<file path="src/design/rcws_div.sv">
// Pipelined restoring divider, one quotient bit per stage, with a side payload.
module rcws_div #(
  parameter int NW = 32,
  parameter int DW = 24,
  parameter int PW = 8
) (
  input  logic          clk,
  input  logic          rst_n,
  input  logic          en,
  input  logic          in_valid,
  input  logic [NW-1:0] in_num,
  input  logic [DW-1:0] in_den,
  input  logic [PW-1:0] in_pay,
  output logic          out_valid,
  output logic [NW-1:0] out_quo,
  output logic [PW-1:0] out_pay
);
  logic          vld_r [NW+1];
  logic [NW-1:0] quo_r [NW+1];
  logic [DW:0]   rem_r [NW+1];
  logic [DW-1:0] den_r [NW+1];
  logic [PW-1:0] pay_r [NW+1];

  assign vld_r[0] = in_valid;
  assign quo_r[0] = in_num;
  assign rem_r[0] = '0;
  assign den_r[0] = in_den;
  assign pay_r[0] = in_pay;

  for (genvar s = 0; s < NW; s++) begin : g_stage
    logic [DW+1:0] trial;
    logic [DW:0]   shifted;
    assign shifted = {rem_r[s][DW-1:0], quo_r[s][NW-1]};
    assign trial = {1'b0, shifted} - {2'b00, den_r[s]};
    always_ff @(posedge clk) begin
      if (!rst_n) begin
        vld_r[s+1] <= 1'b0;
      end else if (en) begin
        vld_r[s+1] <= vld_r[s];
      end
      if (en) begin
        if (!trial[DW+1]) begin
          rem_r[s+1] <= trial[DW:0];
        end else begin
          rem_r[s+1] <= shifted;
        end
        quo_r[s+1] <= {quo_r[s][NW-2:0], ~trial[DW+1]};
        den_r[s+1] <= den_r[s];
        pay_r[s+1] <= pay_r[s];
      end
    end
  end

  assign out_valid = vld_r[NW];
  assign out_quo   = quo_r[NW];
  assign out_pay   = pay_r[NW];
endmodule

</file>
<file path="config.mk">
export PLATFORM = sky130hd
export DESIGN_NAME = rcws_div
export DESIGN_NICKNAME = d
export VERILOG_FILES = /design/src/design/rcws_div.sv
export SDC_FILE = /design/constraint.sdc
export NUM_CORES = 2
export LEC_CHECK = 0
export BUFFER_PORTS_ARGS = -buffer_cell sky130_fd_sc_hd__buf_4
export CAP_MARGIN = 20
export CORE_ASPECT_RATIO = 1.25
export CORE_MARGIN = 2
export CORE_UTILIZATION = 43
export CTS_CLUSTER_DIAMETER = 120
export DETAILED_ROUTE_END_ITERATION = 12
export PLACE_DENSITY_LB_ADDON = 0.25
export SLEW_MARGIN = 5
export SYNTH_ARGS = -nofsm -noshare
export SYNTH_HDL_FRONTEND = slang
export SYNTH_SLANG_ARGS = --single-unit
</file>
<file path="constraint.sdc">
create_clock -name clk -period 5.9 [get_ports clk]
set_clock_uncertainty 0.15 [all_clocks]
set_input_delay 0.295 -clock clk [delete_from_list [all_inputs] [get_ports clk]]
set_output_delay 0.295 -clock clk [all_outputs]
set_load 0.1 [all_outputs]
</file>
## After elaboration in Yosys (flattened, before gate mapping)

Index checks and enable logic that the tools add are counted.

| cells by class | value |
|---|---|
| add/sub/neg operators | 32 |
| multiplexer cells | 31 |
| bitwise operators | 32 |

Operator list:

| kind | number |
|---|---|
| subtractor 25 x 24 -> 26 bit | 31 |
| 2-to-1 mux 24 bit | 30 |
| NOT 1 bit | 32 |
| subtractor 1 x 24 -> 25 bit | 1 |
| 2-to-1 mux 1 bit | 1 |

| storage, ports and cells | value |
|---|---|
| register bits after elaboration | 2800 |
| bits of input ports | 68 |
| output and inout port bits | 41 |
| word-level logic and storage cells | 254 |

## Depth between registers and ports, before layout

| depth | value |
|---|---|
| depth in word-level cells | 2 |
| gate-level depth with buffers | 14 |
| gate-level depth less buffers | 13 |

## Worst setup path after synthesis

OpenSTA, ideal clock, no wires.

| timing path | value |
|---|---|
| path kind | register to register |
| from | register den_r[697] (netlist name) |
| to | register rem_r (netlist bit g_stage[4].shifted[4]) (data pin) |
| library setup time | 0.260 ns |
| arrival | 2.845 ns |
| required time | 5.490 ns |
| path slack | 2.645 ns |
| stages on the path, launching flop included | 12 |
| buffers on the path | 1 |
| clock period less this slack | 3.255 ns |
| cells stage by stage | edfxtp_1 -> inv_1 -> ha_1 -> nor2b_1 -> o31a_1 -> o311ai_2 -> o21ai_1 -> a21oi_2 -> a2111oi_4 -> a2111oi_4 -> buf_4 -> mux2_2 |

| between the ends | value |
|---|---|
| word-level cells in the longest chain between the ends | 2 |

RTL lines:

| item | RTL line | source |
|---|---|---|
| start, declared | 21 | `logic [DW-1:0] den_r [NW+1];` |
| start signal, assigned by index | 48 | `den_r[s+1] <= den_r[s];` |
| subtractor 25 x 24 -> 26 bit | 34 | `assign trial = {1'b0, shifted} - {2'b00, den_r[s]};` |
| 2-to-1 mux 24 bit | 42 | `if (!trial[DW+1]) begin` |
| end signal, assigned by index | 43 | `rem_r[s+1] <= trial[DW:0];` |
| end signal, assigned by index | 45 | `rem_r[s+1] <= shifted;` |
| end, declared | 20 | `logic [DW:0] rem_r [NW+1];` |

Every way passes these cells.
A chain may end at the register's enable or synchronous reset.

## Worst setup path in the final report

| timing path | value |
|---|---|
| from | register den_r[79] (netlist name) |
| to | register rem_r (netlist bit g_stage[30].shifted[12]) (data pin) |

The elaborated chain is that of the path after synthesis.

==> metrics.md <==
| Metric | Value |
|---|---|
| Die area | `304000 um^2` |
| Hold_ws | `0.184 ns` |
| Tmin final | `4.32 ns` |
| P_sw | `25.4 mW` |
| Crit start category | `flop` |
| Die width | `494 um` |
| Sequential fraction of design power | `38.9%` |
| RSZ-0062 raised after global routing | `no` |
| Yosys warnings | `0` |
| Setup Total Neg Slack | `0 ns` |
| VDD IR max | `0.258 mV` |
| Count of pins over their slew limit | `0` |
| Post-Layout Cell Count | `14300` |
| Clk network pwr share | `24.3%` |
| F_max | `0.232 GHz` |
| Final Net Count | `10900` |
| Final setup violation count | `0` |
| Distinct cells, synth | `108` |
| Top cells by instance count after synthesis | `2768 x edfxtp_1, 925 x inv_1, 745 x ha_1` |
| Setup WS post-layout | `1.58 ns` |
| # DRC | `0` |
| Num CTS Buffers | `298` |
| WS Path Type | `reg2reg` |
| Worst EP arrival | `4.77 ns` |
| Post-CTS Repair Setup Buffers | `0` |
| Drt via density | `5.27` |
| Ys flop type | `edfxtp_1` |
| Grt total ovfl | `0` |
| Core area | `298000 um^2` |
| R2R Path Start | `den_r[79]` |
| DRT Pass-1 Iters | `6` |
| Clock Tree Buf Depth | `4` |
| Mapped cell area | `129000 um^2` |
| Clock sinks | `2800` |
| FF+latch count, synth | `2800` |
| CTS tree | `yes` |
| Hold Crit Start | `in_num[31]` |
| Total chip power | `75.5 mW` |
| Root Buffer | `clkbuf_16` |
| Initial DRC count | `4165` |
| Lkg Pwr | `56.3 nW` |
| Starting density of the core | `43.3%` |
| Hold Path Class | `in2reg` |
| Largest net degree at the start of global routing | `174` |
| Global-route wire length before repair | `391 mm` |
| Worst path required time | `6.35 ns` |
| EDFF count, synth | `2768` |
| Period Utilization, post-route | `73.2%` |
| H-tree depth | `5` |
| Top post-synthesis cells by area | `edfxtp_1 64%, ha_1 7.2%, a21oi_1 2.8%` |
| Dpl cells | `13600` |
| CTS clock-pin slew for the worst setup and hold paths | `0.06 ns` |
| Comb power frac | `36.8%` |
| Switch share | `33.6%` |
| P_int | `50.1 mW` |
| GP Congestion | `0.880` |
| Share of the synthesized area in the top cell type | `64.4%` |
| Worst-Margin Slew | `1.09 ns` |
| Area leader, netlist | `edfxtp_1` |
| Worst setup path start | `den_r[79]` |
| Total GRT Usage | `15.7%` |
| Max Cap Violations | `0` |
| Ys async rst share | `0%` |
| Most common cell in the netlist | `edfxtp_1` |
| Initial antenna violation count | `2` |
| Pre-CTS setup slack | `1.61 ns` |
| IO Pins | `109` |
| PD cells | `519 nW/um^2` |
| Post-Syn Instances | `9638` |
| DR WL/cell | `17.3 um` |
| P&R area growth vs syn | `12.8%` |
| Port-buffer cells | `108` |
| Clock Latency Late Sink | `0.88 ns` |
| Register area share after synthesis | `64.9%` |
| Vias in the first global route | `78700` |
| Vias | `75100` |
| WL final | `247 mm` |
| Syn Area/Cell | `13.4 um^2` |
| Die height | `616 um` |
| Rel. slew slack | `27.2%` |
| Hpwl dp | `173 mm` |
| Hold Violations, Final | `0` |
| Crit path capture type | `flop` |
| Final antenna-violating net count | `0` |
| Ratio of cells with drive above 1 in the final layout | `8.92%` |
| Status | `completed` |
| Row Count | `224` |
| Crit Path Max Fanout | `26` |
per-layer routing:
layer  up-vias  track usage [%]  wire (um)
met5         -                0          0
met4         0             8.48      13200
met3       715             2.38       8080
met2      1456             31.7     140000
met1     36400             14.9      85300
li1      36500                -          -
sequential cells by signal, indices dropped and copies added, names as in the netlist:
name             flops
out_valid            1
out_pay              8
den_r              744
pay_r              248
vld_r               31
g_stage.shifted    775
out_quo             32
quo_r              961
layout make-up:
cell class / instances / area (um^2)
Clock buffer: 363 / 7850
Sequential cell: 2800 / 83800
Fill cell: 25500 / 153000
Inverter: 927 / 3480
Multi-Input combinational cell: 5711 / 40800
Tap cell: 3955 / 4950
Antenna cell: 4 / 10.0
Clock inverter: 159 / 1580
Timing Repair Buffer: 333 / 3070
cell usage in the layout, fill, tap and decap left out, drive strengths merged, types with 99 or more instances in the layout:
cell type,count
nor3,99
nand2b,116
a21o,225
xor2,219
nand2,552
inv,942
mux2,212
ha,745
clkbuf,363
xnor2,303
buf,202
nand3,116
clkinv,109
nor2,567
nor2b,142
dlygate4sd3,131
a21oi,720
o21ai,572
edfxtp,2768
o21a,136
logic make-up after synthesis:
kind of cell             after synthesis  share of synthesized area [%]
AO/OA/AOI/OAI                       2278                           11.2
XOR/XNOR                             522                           3.54
adder cells (fa/ha/maj)              775                           7.69
buffers and inverters               1137                           3.55
flip-flops                          2800                           64.9
multiplexers                         275                           2.41
other                                  1                        0.00291
AND/OR/NAND/NOR                     1850                           6.71
power groups by stage:
stage          logic (mW)  registers [mW]  clock network (mW)
2_1_floorplan        21.3            28.9                   0
3_3_place_gp         26.5            29.7                   0
3_5_place_dp         27.5            29.7                   0
4_1_cts              27.8            29.4                18.9
5_1_grt              30.8            29.7                19.7
6_report             27.8            29.4                18.3
through the flow:
stage / cell area [um^2] / util [%]
floorplan: 129000 / -
global placement: 135000 / 45.2
detailed placement: 135000 / 45.2
CTS: 145000 / 48.8
global route: 145000 / 48.8
finish: 145000 / 48.8
critical path: stages, from the launching register on:
cell,delay [ns]
edfxtp_1,0.36
inv_1,0.05
ha_1,0.36
and4_1,0.27
and3_1,0.19
a21boi_1,0.41
a211oi_1,0.18
o21a_1,0.24
o31ai_2,0.43
o41a_1,0.94
buf_4,0.36
o31ai_1,0.09
path summary, 6_finish.rpt:
| path | end | slack, ns | cells after the start |
|---|---|---|---|
| setup / recovery | g_stage[30].shifted[12] | 1.58 | 11 |
| hold / removal | g_stage[1].shifted[1] | 0.18 | 4 |
| setup reg to reg | g_stage[30].shifted[12] | 1.58 | 11 |
| hold reg to reg | quo_r[400] | 0.21 | 0 |
timing repair:
item                                   4_1_cts  5_1_grt
hold buffers                               131        0
gates resized for setup                      0        0
endpoints found under the hold margin      175        0
No activity file was read; power rests on OpenSTA's default activity.
